### config.mk
export PLATFORM = sky130hd
export DESIGN_NAME = lcd_mode_line_timer
export DESIGN_NICKNAME = d
export VERILOG_FILES = /design/src/sv/lmlt_pkg.sv /design/src/sv/lmlt_step.sv /design/src/sv/lcd_mode_line_timer.sv
export SDC_FILE = /design/constraint.sdc
export NUM_CORES = 1
export LEC_CHECK = 0
export BUFFER_PORTS_ARGS = -buffer_cell sky130_fd_sc_hd__buf_4
export CAP_MARGIN = 20
export CORE_UTILIZATION = 64
export DETAILED_ROUTE_END_ITERATION = 10
export GPL_TIMING_DRIVEN = 0
export PLACE_DENSITY = 0.84
export SYNTH_ARGS = -nofsm -noshare
export SYNTH_HDL_FRONTEND = slang
export SYNTH_SLANG_ARGS = --single-unit
export TNS_END_PERCENT = 30
### constraint.sdc
create_clock -name clk -period 8.4 [get_ports clk]
set_input_delay 0.84 -clock clk [delete_from_list [all_inputs] [get_ports clk]]
set_output_delay 0.84 -clock clk [all_outputs]
set_load 0.05 [all_outputs]
### src/sv/lmlt_pkg.sv
// lcd mode and line timer: shared types, mode codes, line limits and reset values
// no dependencies; used by every module of the block
package lmlt_pkg;

    localparam int unsigned SPAN_W  = 10;
    localparam int unsigned CYCLE_W = 32;
    localparam int unsigned LINE_W  = 8;
    localparam int unsigned MODE_W  = 2;
    localparam int unsigned CFG_IDX_W = 2;

    localparam logic [LINE_W-1:0] VISIBLE_LINES = 8'd144;
    localparam logic [LINE_W-1:0] LAST_LINE     = 8'd153;

    // mode codes as seen on mode_bits
    localparam logic [MODE_W-1:0] MODE_HBLANK   = 2'd0;
    localparam logic [MODE_W-1:0] MODE_VBLANK   = 2'd1;
    localparam logic [MODE_W-1:0] MODE_OAM      = 2'd2;
    localparam logic [MODE_W-1:0] MODE_TRANSFER = 2'd3;

    // configuration register indexes
    localparam logic [CFG_IDX_W-1:0] CFG_HBLANK   = 2'd0;
    localparam logic [CFG_IDX_W-1:0] CFG_VBLANK   = 2'd1;
    localparam logic [CFG_IDX_W-1:0] CFG_OAM      = 2'd2;
    localparam logic [CFG_IDX_W-1:0] CFG_TRANSFER = 2'd3;

    localparam logic [SPAN_W-1:0] HBLANK_RST   = 10'd204;
    localparam logic [SPAN_W-1:0] VBLANK_RST   = 10'd456;
    localparam logic [SPAN_W-1:0] OAM_RST      = 10'd80;
    localparam logic [SPAN_W-1:0] TRANSFER_RST = 10'd172;

    typedef struct packed {
        logic [SPAN_W-1:0] hblank_cycles;
        logic [SPAN_W-1:0] vblank_line_cycles;
        logic [SPAN_W-1:0] oam_scan_cycles;
        logic [SPAN_W-1:0] transfer_cycles;
    } cfg_t;

    typedef struct packed {
        logic [CYCLE_W-1:0] cycle_count;
        logic               lcd_enable;
        logic               hblank_irq_en;
        logic               vblank_irq_en;
        logic               oam_irq_en;
        logic               lyc_irq_en;
        logic [LINE_W-1:0]  compare_line;
    } step_in_t;

    typedef struct packed {
        logic [MODE_W-1:0]  mode;
        logic [LINE_W-1:0]  line;
        logic [CYCLE_W-1:0] mode_start;
        logic [LINE_W-1:0]  last_compared;
        logic               stat_active;
        logic               coincidence;
    } state_t;

    typedef struct packed {
        logic [LINE_W-1:0] current_line;
        logic [MODE_W-1:0] mode_bits;
        logic              coincidence;
        logic              stat_irq;
        logic              vblank_irq;
        logic              dma_start;
        logic              render_valid;
        logic [LINE_W-1:0] render_index;
        logic              frame_done;
    } result_t;

endpackage

### src/sv/lmlt_step.sv
// lcd mode and line timer: next-state and result logic for one step
// depends on lmlt_pkg
module lmlt_step
(
    input  lmlt_pkg::cfg_t     cfg,
    input  lmlt_pkg::state_t   state,
    input  lmlt_pkg::step_in_t step_in,
    output lmlt_pkg::state_t   state_next,
    output lmlt_pkg::result_t  result
);

    logic                             cond;
    logic                             lyc_check;
    logic                             lyc_match;
    logic [lmlt_pkg::SPAN_W-1:0]      span;
    logic [lmlt_pkg::CYCLE_W-1:0]     elapsed;
    logic                             span_done;
    logic [lmlt_pkg::LINE_W-1:0]      line_inc;

    always_comb
    begin
        case (state.mode)
            lmlt_pkg::MODE_HBLANK:   span = cfg.hblank_cycles;
            lmlt_pkg::MODE_VBLANK:   span = cfg.vblank_line_cycles;
            lmlt_pkg::MODE_OAM:      span = cfg.oam_scan_cycles;
            default:                 span = cfg.transfer_cycles;
        endcase
    end

    assign elapsed   = step_in.cycle_count - state.mode_start;
    assign span_done = elapsed >= {{(lmlt_pkg::CYCLE_W-lmlt_pkg::SPAN_W){1'b0}}, span};
    assign line_inc  = state.line + 8'd1;
    assign lyc_check = step_in.lyc_irq_en && (state.line != state.last_compared);
    assign lyc_match = lyc_check && (state.line == step_in.compare_line);

    always_comb
    begin
        state_next = state;
        result     = '0;
        cond       = 1'b0;

        if (!step_in.lcd_enable)
        begin
            // display off: line forced to zero, everything else held
            state_next.line    = '0;
            result.coincidence = state.coincidence;
        end
        else
        begin
            cond = (step_in.oam_irq_en    && state.mode == lmlt_pkg::MODE_OAM)
                || (step_in.hblank_irq_en && state.mode == lmlt_pkg::MODE_HBLANK)
                || (step_in.vblank_irq_en && state.mode == lmlt_pkg::MODE_VBLANK)
                || lyc_match;
            if (lyc_check)
            begin
                state_next.last_compared = state.line;
                state_next.coincidence   = lyc_match;
            end
            result.stat_irq        = cond && !state.stat_active;
            state_next.stat_active = cond;

            if (span_done)
            begin
                state_next.mode_start = step_in.cycle_count;
                case (state.mode)
                    lmlt_pkg::MODE_OAM:
                    begin
                        state_next.mode = lmlt_pkg::MODE_TRANSFER;
                    end
                    lmlt_pkg::MODE_TRANSFER:
                    begin
                        state_next.mode  = lmlt_pkg::MODE_HBLANK;
                        result.dma_start = 1'b1;
                    end
                    lmlt_pkg::MODE_HBLANK:
                    begin
                        if (state.line < lmlt_pkg::VISIBLE_LINES)
                        begin
                            result.render_valid = 1'b1;
                            result.render_index = state.line;
                        end
                        state_next.line = line_inc;
                        if (line_inc == lmlt_pkg::VISIBLE_LINES)
                        begin
                            state_next.mode   = lmlt_pkg::MODE_VBLANK;
                            result.vblank_irq = 1'b1;
                        end
                        else
                        begin
                            state_next.mode = lmlt_pkg::MODE_OAM;
                        end
                    end
                    default:
                    begin
                        state_next.line = line_inc;
                        if (line_inc > lmlt_pkg::LAST_LINE)
                        begin
                            state_next.mode   = lmlt_pkg::MODE_OAM;
                            state_next.line   = '0;
                            result.frame_done = 1'b1;
                        end
                    end
                endcase
            end

            result.current_line = state_next.line;
            result.mode_bits    = state_next.mode;
            result.coincidence  = state_next.coincidence;
        end
    end

endmodule

### src/sv/lcd_mode_line_timer.sv
// lcd mode and line timer: top level with state, configuration and result registers
// depends on lmlt_pkg and lmlt_step
//
// Usage: each input transfer is one machine-cycle step carrying the free-running
// cycle count, the display enable, the status interrupt enables and the compare
// line. Each step gives exactly one result transfer: line, mode bits, the
// coincidence flag and the interrupt, dma, render and frame-end pulses.
// Each result is registered and shows in the cycle after its step. Throughput is
// one step per cycle unless stalled; the step logic is one 32-bit subtract and
// compare against the current mode span plus small line counter updates.
// in_ready is high while the result register is empty or being emptied, so a
// new step is taken in the same cycle that the previous result is taken.
// If the receiver stalls, the result holds and in_ready drops until it is taken.
// Reset puts the timer in object search at line 0 with all spans at their
// defaults and the output register empty. Configuration writes (cfg_we,
// cfg_index, cfg_data) take effect at the next edge and are meant for idle time.
module lcd_mode_line_timer
(
    input  logic                              clk,
    input  logic                              rst_n,
    input  logic                              cfg_we,
    input  logic [lmlt_pkg::CFG_IDX_W-1:0]    cfg_index,
    input  logic [lmlt_pkg::SPAN_W-1:0]       cfg_data,
    input  logic                              in_valid,
    output logic                              in_ready,
    input  logic [lmlt_pkg::CYCLE_W-1:0]      cycle_count,
    input  logic                              lcd_enable,
    input  logic                              hblank_irq_en,
    input  logic                              vblank_irq_en,
    input  logic                              oam_irq_en,
    input  logic                              lyc_irq_en,
    input  logic [lmlt_pkg::LINE_W-1:0]       compare_line,
    output logic                              out_valid,
    input  logic                              out_ready,
    output logic [lmlt_pkg::LINE_W-1:0]       current_line,
    output logic [lmlt_pkg::MODE_W-1:0]       mode_bits,
    output logic                              coincidence,
    output logic                              stat_irq,
    output logic                              vblank_irq,
    output logic                              dma_start,
    output logic                              render_valid,
    output logic [lmlt_pkg::LINE_W-1:0]       render_index,
    output logic                              frame_done
);

    lmlt_pkg::cfg_t     cfg_reg;
    lmlt_pkg::state_t   state_reg;
    lmlt_pkg::state_t   state_next;
    lmlt_pkg::step_in_t step_in;
    lmlt_pkg::result_t  result_next;
    lmlt_pkg::result_t  result_reg;
    logic               out_valid_reg;
    logic               out_valid_next;
    logic               in_xfer;

    assign in_ready = !out_valid_reg || out_ready;
    assign in_xfer  = in_valid && in_ready;

    assign step_in.cycle_count   = cycle_count;
    assign step_in.lcd_enable    = lcd_enable;
    assign step_in.hblank_irq_en = hblank_irq_en;
    assign step_in.vblank_irq_en = vblank_irq_en;
    assign step_in.oam_irq_en    = oam_irq_en;
    assign step_in.lyc_irq_en    = lyc_irq_en;
    assign step_in.compare_line  = compare_line;

    lmlt_step u_step
    (
        .cfg        (cfg_reg),
        .state      (state_reg),
        .step_in    (step_in),
        .state_next (state_next),
        .result     (result_next)
    );

    // result register empties on a transfer out and refills on a transfer in
    always_comb
    begin
        out_valid_next = out_valid_reg;
        if (out_valid_reg && out_ready)
        begin
            out_valid_next = 1'b0;
        end
        if (in_xfer)
        begin
            out_valid_next = 1'b1;
        end
    end

    always_ff @(posedge clk or negedge rst_n)
    begin
        if (!rst_n)
        begin
            cfg_reg.hblank_cycles      <= lmlt_pkg::HBLANK_RST;
            cfg_reg.vblank_line_cycles <= lmlt_pkg::VBLANK_RST;
            cfg_reg.oam_scan_cycles    <= lmlt_pkg::OAM_RST;
            cfg_reg.transfer_cycles    <= lmlt_pkg::TRANSFER_RST;
        end
        else if (cfg_we)
        begin
            case (cfg_index)
                lmlt_pkg::CFG_HBLANK:   cfg_reg.hblank_cycles      <= cfg_data;
                lmlt_pkg::CFG_VBLANK:   cfg_reg.vblank_line_cycles <= cfg_data;
                lmlt_pkg::CFG_OAM:      cfg_reg.oam_scan_cycles    <= cfg_data;
                lmlt_pkg::CFG_TRANSFER: cfg_reg.transfer_cycles    <= cfg_data;
                default:                cfg_reg                    <= cfg_reg;
            endcase
        end
    end

    always_ff @(posedge clk or negedge rst_n)
    begin
        if (!rst_n)
        begin
            state_reg.mode          <= lmlt_pkg::MODE_OAM;
            state_reg.line          <= '0;
            state_reg.mode_start    <= '0;
            state_reg.last_compared <= '0;
            state_reg.stat_active   <= 1'b0;
            state_reg.coincidence   <= 1'b0;
            out_valid_reg           <= 1'b0;
        end
        else
        begin
            out_valid_reg <= out_valid_next;
            if (in_xfer)
            begin
                state_reg <= state_next;
            end
        end
    end

    always_ff @(posedge clk)
    begin
        if (in_xfer)
        begin
            result_reg <= result_next;
        end
    end

    assign out_valid    = out_valid_reg;
    assign current_line = result_reg.current_line;
    assign mode_bits    = result_reg.mode_bits;
    assign coincidence  = result_reg.coincidence;
    assign stat_irq     = result_reg.stat_irq;
    assign vblank_irq   = result_reg.vblank_irq;
    assign dma_start    = result_reg.dma_start;
    assign render_valid = result_reg.render_valid;
    assign render_index = result_reg.render_index;
    assign frame_done   = result_reg.frame_done;

endmodule

# == Yosys cells after proc, flatten, opt, wreduce, memory -nomap -nowiden ==
# Cells that the tools add are included.
# word_totals
inputBits,62
output_inout_bits,26
ff_bits,117
word_cells,80
# classes
add_sub_neg,2
bitwise,2
eq_ne,9
reduce_logical,29
n_mux,15
n_lt_le_gt_ge,3
# op_table
op,count
$mux 42,1
$ge 32x10->1,1
$sub 32x32->32,1
$pmux 10 s3,1
$pmux 8 s2,1
$reduce_and 2->1,6
$mux 10,1
$mux 9,1
$reduce_and 3->1,3
$add 8x1->8 const B,1
$eq 2x2->1 const B,4
$eq 8x8->1,1
$eq 8x8->1 const B,1
$gt 8x8->1 const B,1
$logic_and 1x1->1,8
$lt 8x8->1 const B,1
$mux 8,1
$ne 8x8->1,1
$mux 1,7
$pmux 2 s3,1
$reduce_or 5->1,1
$eq 2x1->1 const B,2
$logic_not 2->1,2
$logic_or 1x1->1,4
other kinds (6),8

# == Longest topological paths before layout ==
# logic_depth
depth_word,6
depth_mapped,20
depth_no_buf,18

# == Modules after synthesis ==
# From an unflattened synthesis, not the netlist that was laid out.
# unflattened
hier_cells,841
area_unflattened_um2,8673.3
# by_module_without_submodules
module,area_per_inst_um2,seq_area_each_um2,cells_each,n_inst
lcd_mode_line_timer,4438.0,3066.7,225,1
lmlt_step,4235.3,0.0,616,1

# == Worst setup path before layout ==
# No wires, ideal clock.
# synth_path
path_kind,input to register
from,in cycle_count[0] in the netlist's numbering
to,reg state_reg[10] in the netlist's numbering
t_required_ns,8.275
path_buffers,2
setup_time_ns,0.125
path_slack_ns,3.781
path_stages,19
arrival_time_ns,4.494
path_cell_list,inv_1 -> ha_1 -> fa_1 -> nand2b_1 -> a21o_1 -> and2_1 -> xnor2_1 -> ha_1 -> a21o_1 -> a221oi_1 -> o221ai_1 -> a2111oi_0 -> nand4_1 -> nor4_1 -> nand4_1 -> and2_1 -> buf_6 -> buf_6 -> mux2_4
# synth_between
elab_chain_cells,3
# synth_rtl
item,line,source
start: declaration,lcd_mode_line_timer.sv:26,"input logic [lmlt_pkg::CYCLE_W-1:0] cycle_count,"
$sub 32x32->32,lmlt_step.sv:30,assign elapsed = step_in.cycle_count - state.mode_start;
$ge 32x10->1,lmlt_step.sv:31,"assign span_done = elapsed >= {{(lmlt_pkg::CYCLE_W-lmlt_pkg::SPAN_W){1'b0}}, span};"
$reduce_and 3->1 (no line),n/a,
end signal: assignment,lcd_mode_line_timer.sv:128,state_reg <= state_next;
end: declaration,lcd_mode_line_timer.sv:47,lmlt_pkg::state_t state_reg;
# Parallel ways exist; a longest one is shown, timed or not.
# A chain may end at the register's enable or synchronous reset.

# == Final worst setup path ==
# layout_path
from,reg state_reg[50] in the netlist's numbering
to,reg state_reg[45] in the netlist's numbering
# layout_between
elab_chain_cells,5
elab_cells_between_ends,10
classes_between,1 x order compare; 3 x eq/ne; 4 x mux; 2 x reduce/logical
# layout_rtl
item,line,source
$eq 2x2->1 (tied with other cells),"lmlt_step.sv:22, lmlt_step.sv:65",
$pmux 10 s3 or $reduce_or 2->1 (tied branches),n/a,
$ge 32x10->1 or $pmux 8 s2 (tied branches),"lmlt_step.sv:31, lmlt_step.sv:65",
$mux 42 (*),lmlt_step.sv:62,if (span_done)
$mux 8 (*),lmlt_step.sv:42,if (!step_in.lcd_enable)
# Every way passes the cells marked *; elsewhere a longest branch is shown, timed or not.

==> reports/results.txt <==
Once routing completed, OpenROAD measured the worst setup slack at 2.93 ns. At the placement stage, the worst setup path has a slack of 2.92 ns. The actual transition at the worst max-transition pin came out at 0.995 ns.

By area the synthesized netlist is led by sky130_fd_sc_hd__dfrtp_1 25%, sky130_fd_sc_hd__edfxtp_1 9.1%, sky130_fd_sc_hd__ha_1 7.6%. The tools report the destination of the worst register-to-register timing path as state_reg[45]$_DFFE_PN0P_. After synthesis, the largest family of logic cells by area is compound AO/OA/AOI/OAI gates. The run gives 94 as the largest net degree at the start of global routing.

Detailed routing placed a total of 1.42 mm of wire on met3. Final estimated routing congestion in global placement: 0.923. The data arrival time of the worst path was 5.83 ns; the area fraction in compound gates after synthesis was 17.7%. In this run the critical register-to-register path is launched from state_reg[50]$_DFFE_PN0P_. In this run the vertical extent of the chip is 113 um.

For the number of I/O pins, the log shows 88. The run gives 4 as the H-tree depth. Area of the die: 12800 um^2.

The post-CTS clock slew at the launch and capture registers of the worst setup and hold paths is 0.06 ns. Together, buffers and inverters on the worst path number 4. The tools report the total length of routed wires as 20.9 mm. The post-synthesis to final-layout area growth was 18.6%. The most numerous cell in the Yosys netlist was sky130_fd_sc_hd__dfrtp_1. The initial antenna violation count is 0.

Layout cell share with drive strength beyond 1: 26.8%. In the final design database the tool counted 1007 nets. Traced cell by cell, the critical path runs through inv_1 > ha_1 > clkbuf_1 > clkbuf_1 > a222oi_1 > nand2_1 > o21ai_0 > ha_1 > a21o_1 > a221oi_1 > o221ai_1 > a2111oi_0 > nand4_1 > nor4_1 > nand4_1 > buf_4 > o21ai_1 > a22o_1. The detailed router used layers up to and including met4. The run gives 802 as the count of fill cells added during filler insertion. The area share of fa/ha/maj cells after synthesis is 7.82%, and the sequential fraction of the synthesis area is 38.7%.

Setup repair after global routing left no endpoint under its margin. CTS placed an instance of sky130_fd_sc_hd__clkbuf_16 at the clock tree root. The smallest hold slack was 0.295 ns. The synthesized netlist devotes 12.4% of its cell area to simple gates.

The run gives 0 as the number of endpoints failing setup at the final stage. The tools report the number of endpoints with negative hold slack in the final report as 0. Ranked by instance count, the synthesized netlist is headed by 78 x sky130_fd_sc_hd__dfrtp_1, 58 x sky130_fd_sc_hd__nand2_1, 53 x sky130_fd_sc_hd__inv_1.

Static timing analysis puts the maximum clock frequency at 0.183 GHz. Register-to-register setup slack: 2.93 ns. The share of flip-flops with an asynchronous set or reset after synthesis works out to 79.5%. The number of enable flip-flop cells after synthesis is 24. In the synthesized netlist the dominant register cell turns out to be sky130_fd_sc_hd__dfrtp_1.

For the worst setup path, the data required time is 8.76 ns. Once the clock tree was built, the resizer swapped 0 gates to a different size. Summed over all failing endpoints, the final setup total negative slack is 0 ns.

The CTS sink count is 117. Critical path depth in cells: 18. Measured against its own limit, the worst slew margin works out to 33.6%. The core region is 12100 um^2. Summing the areas of all xor and xnor instances in the mapped netlist gives 4.20% of the synthesized area.

For the worst flop-to-flop path, the logic depth is 18. The routed design uses 10.1 mm of met2 wire. The classification of the worst-slack hold path is in2async. The post-route fraction of the period consumed by the critical path was 65.1%. The synthesized netlist occupies a cell area of 7930 um^2.

The register with the most flip-flops in the layout has 52 of them. The cell count after synthesis came out at 789. The first global-routing pass estimated 33.6 mm of wire. The maximum VDD drop is 0.192 mV. The flow ran to the end, and the final reports show no timing, DRC or antenna violations.

Among all stages on the critical path, the largest delay is contributed by sky130_fd_sc_hd__clkbuf_1. For this run, design rule violations remaining after detail routing come to 0. Multiplexer cells account for 13.8% of the synthesized area.

In this design, the stage delay of the slowest critical-path cell is 0.52 ns. For the via count of the first global-routing pass, the log shows 6804. Across the run, the number of max-cap violations was 0. Summed over its instances, the top area cell type makes up 24.6% of the synthesized netlist area. The vias after detailed routing is 6856, and the die width is 113 um. After the first detailed-routing iteration, the DRC count stood at 654. TritonCTS built the clock tree.

The number of nets in the synthesized netlist is 900. For this configuration, the core starts out at a cell density of 65.8%. Maximum number of buffers from clock root to sink: 2. The kind of cell adding the most delay to the critical path is compound AO/OA/AOI/OAI gates. The power density of the placed cells is 277 nW/um^2, and the ratio of routed vias to standard cells is 6.37. The critical path starts at state_reg[50]$_DFFE_PN0P_. The synthesized netlist contains 74 unique library cells. The tools report the count of pins over their slew limit as 0. The critical path endpoint was state_reg[45]$_DFFE_PN0P_.

The post-DP HPWL came out at 14.7 mm. The biggest area consumer among synthesized cells is sky130_fd_sc_hd__dfrtp_1. Once detail routing completed, the nets flagged for antenna violations numbered 0. Buffers inserted during clock tree synthesis total 17.

For the overall fraction of global-route tracks in use, the log shows 33.7%. The mean cell area of the mapped netlist came out at 10.1 um^2. The first TritonRoute pass finished after 6 iterations. The worst setup path is launched from a flop.

The final clock skew was 0.00666 ns; the diode insertion count for antenna repair was 0. Counting I/O delays and the setup requirement, the final critical path takes 5.47 ns. For this design the static power due to leakage is 4.23 nW.

Along the worst path, the maximum fanout reaches 10. Number of port buffers: 87. The floorplan has 40 rows. The kind of capture point of the worst setup path is a flop. During synthesis, Yosys emitted a total of 0 warnings.

In this run, synthesis produced a sequential element count of 117. In the final routed layout, each cell accounts on average for 19.4 um. The sum of overflow across all layers after global routing was 0; the clock latency at the later pin of the worst-skew pair was 0.43 ns.

The category of the most critical setup path is reg2reg. For the post-route met1 wirelength, the log shows 8.81 mm. After clock tree synthesis, the flow added hold-fix buffers numbering 0.

In this run the post-CTS setup repair buffer count came out at 0.
==> layout make-up <==
cell class | count | area [um^2] | share of cell area, %
buffer | 45 | 226 | 2.41
clock buffer | 20 | 467 | 4.96
clock inverter | 12 | 115 | 1.22
inverter | 53 | 199 | 2.12
multi-input combinational | 574 | 4440 | 47.2
sequential | 117 | 3070 | 32.6
tap | 168 | 210 | 2.24
timing repair buffer | 88 | 681 | 7.24
==> how the worst min path moves through the flow <==
stage,endpoint,depth (start not counted)
floorplan,state_reg[2]$_DFFE_PN0P_,2
global placement,cfg_reg[8]$_DFFE_PN0P_,1
detailed placement,state_reg[34]$_DFFE_PN0P_,1
CTS,cfg_reg[9]$_DFFE_PN0P_,1
global route,state_reg[31]$_DFFE_PN0P_,1
finish,state_reg[31]$_DFFE_PN0P_,1
==> cell usage in the layout (no fill, tap or decap), types with 6 or more instances in the layout <==
| master | n |
|---|---|
| sky130_fd_sc_hd__nand2_1 | 58 |
| sky130_fd_sc_hd__clkbuf_1 | 25 |
| sky130_fd_sc_hd__mux2_4 | 31 |
| sky130_fd_sc_hd__and3_1 | 6 |
| sky130_fd_sc_hd__a221oi_1 | 7 |
| sky130_fd_sc_hd__mux2_2 | 49 |
| sky130_fd_sc_hd__a22o_1 | 8 |
| sky130_fd_sc_hd__a211oi_1 | 7 |
| sky130_fd_sc_hd__a21o_1 | 12 |
| sky130_fd_sc_hd__edfxtp_1 | 24 |
| sky130_fd_sc_hd__nand2b_1 | 8 |
| sky130_fd_sc_hd__buf_2 | 7 |
| sky130_fd_sc_hd__nand3_1 | 15 |
| sky130_fd_sc_hd__ha_1 | 48 |
| sky130_fd_sc_hd__inv_1 | 53 |
| sky130_fd_sc_hd__buf_4 | 90 |
| sky130_fd_sc_hd__clkbuf_16 | 17 |
| sky130_fd_sc_hd__dfrtp_1 | 78 |
| sky130_fd_sc_hd__nor3_1 | 14 |
| sky130_fd_sc_hd__a222oi_1 | 11 |
| sky130_fd_sc_hd__dfstp_2 | 15 |
| sky130_fd_sc_hd__nor4b_1 | 6 |
| sky130_fd_sc_hd__xnor2_1 | 22 |
| sky130_fd_sc_hd__nand4_1 | 16 |
| sky130_fd_sc_hd__a31oi_1 | 9 |
| sky130_fd_sc_hd__mux2i_1 | 8 |
| sky130_fd_sc_hd__nor4_1 | 9 |
| sky130_fd_sc_hd__xor2_1 | 16 |
| sky130_fd_sc_hd__a21oi_1 | 43 |
| sky130_fd_sc_hd__o21ai_0 | 39 |
| sky130_fd_sc_hd__nor2_1 | 49 |
==> where the power goes <==
group	switching [W]	internal, W
sequential	0.0000615	0.000695
combinational	0.000675	0.000455
clock	0.000288	0.000434
==> logic make-up (layout without fill, tap and decap cells) <==
logic type | Yosys count | in the layout
mux | 88 | 88
fa+ha+maj | 49 | 49
simple gates | 199 | 199
buf+inv | 98 | 218
xor+xnor | 38 | 38
compound gates | 200 | 200
flops | 117 | 117
==> routing by layer <==
metal	up-vias	track usage (%)
li1	3147	-
met1	3321	43.8
met2	321	56.0
met3	67	5.46
met4	0	14.2
met5	-	0
==> through the flow <==
stage,util (%),power (W),cells,area [um^2]
6_report,78.0,0.00261,1077,9400
2_1_floorplan,-,0.00155,789,7930
3_3_place_gp,72.9,0.00180,1044,8790
3_5_place_dp,72.9,0.00184,1044,8790
4_1_cts,77.7,0.00259,1076,9380
5_1_grt,78.0,0.00274,1077,9400
Note: power is estimated with default switching activity, not from simulation.
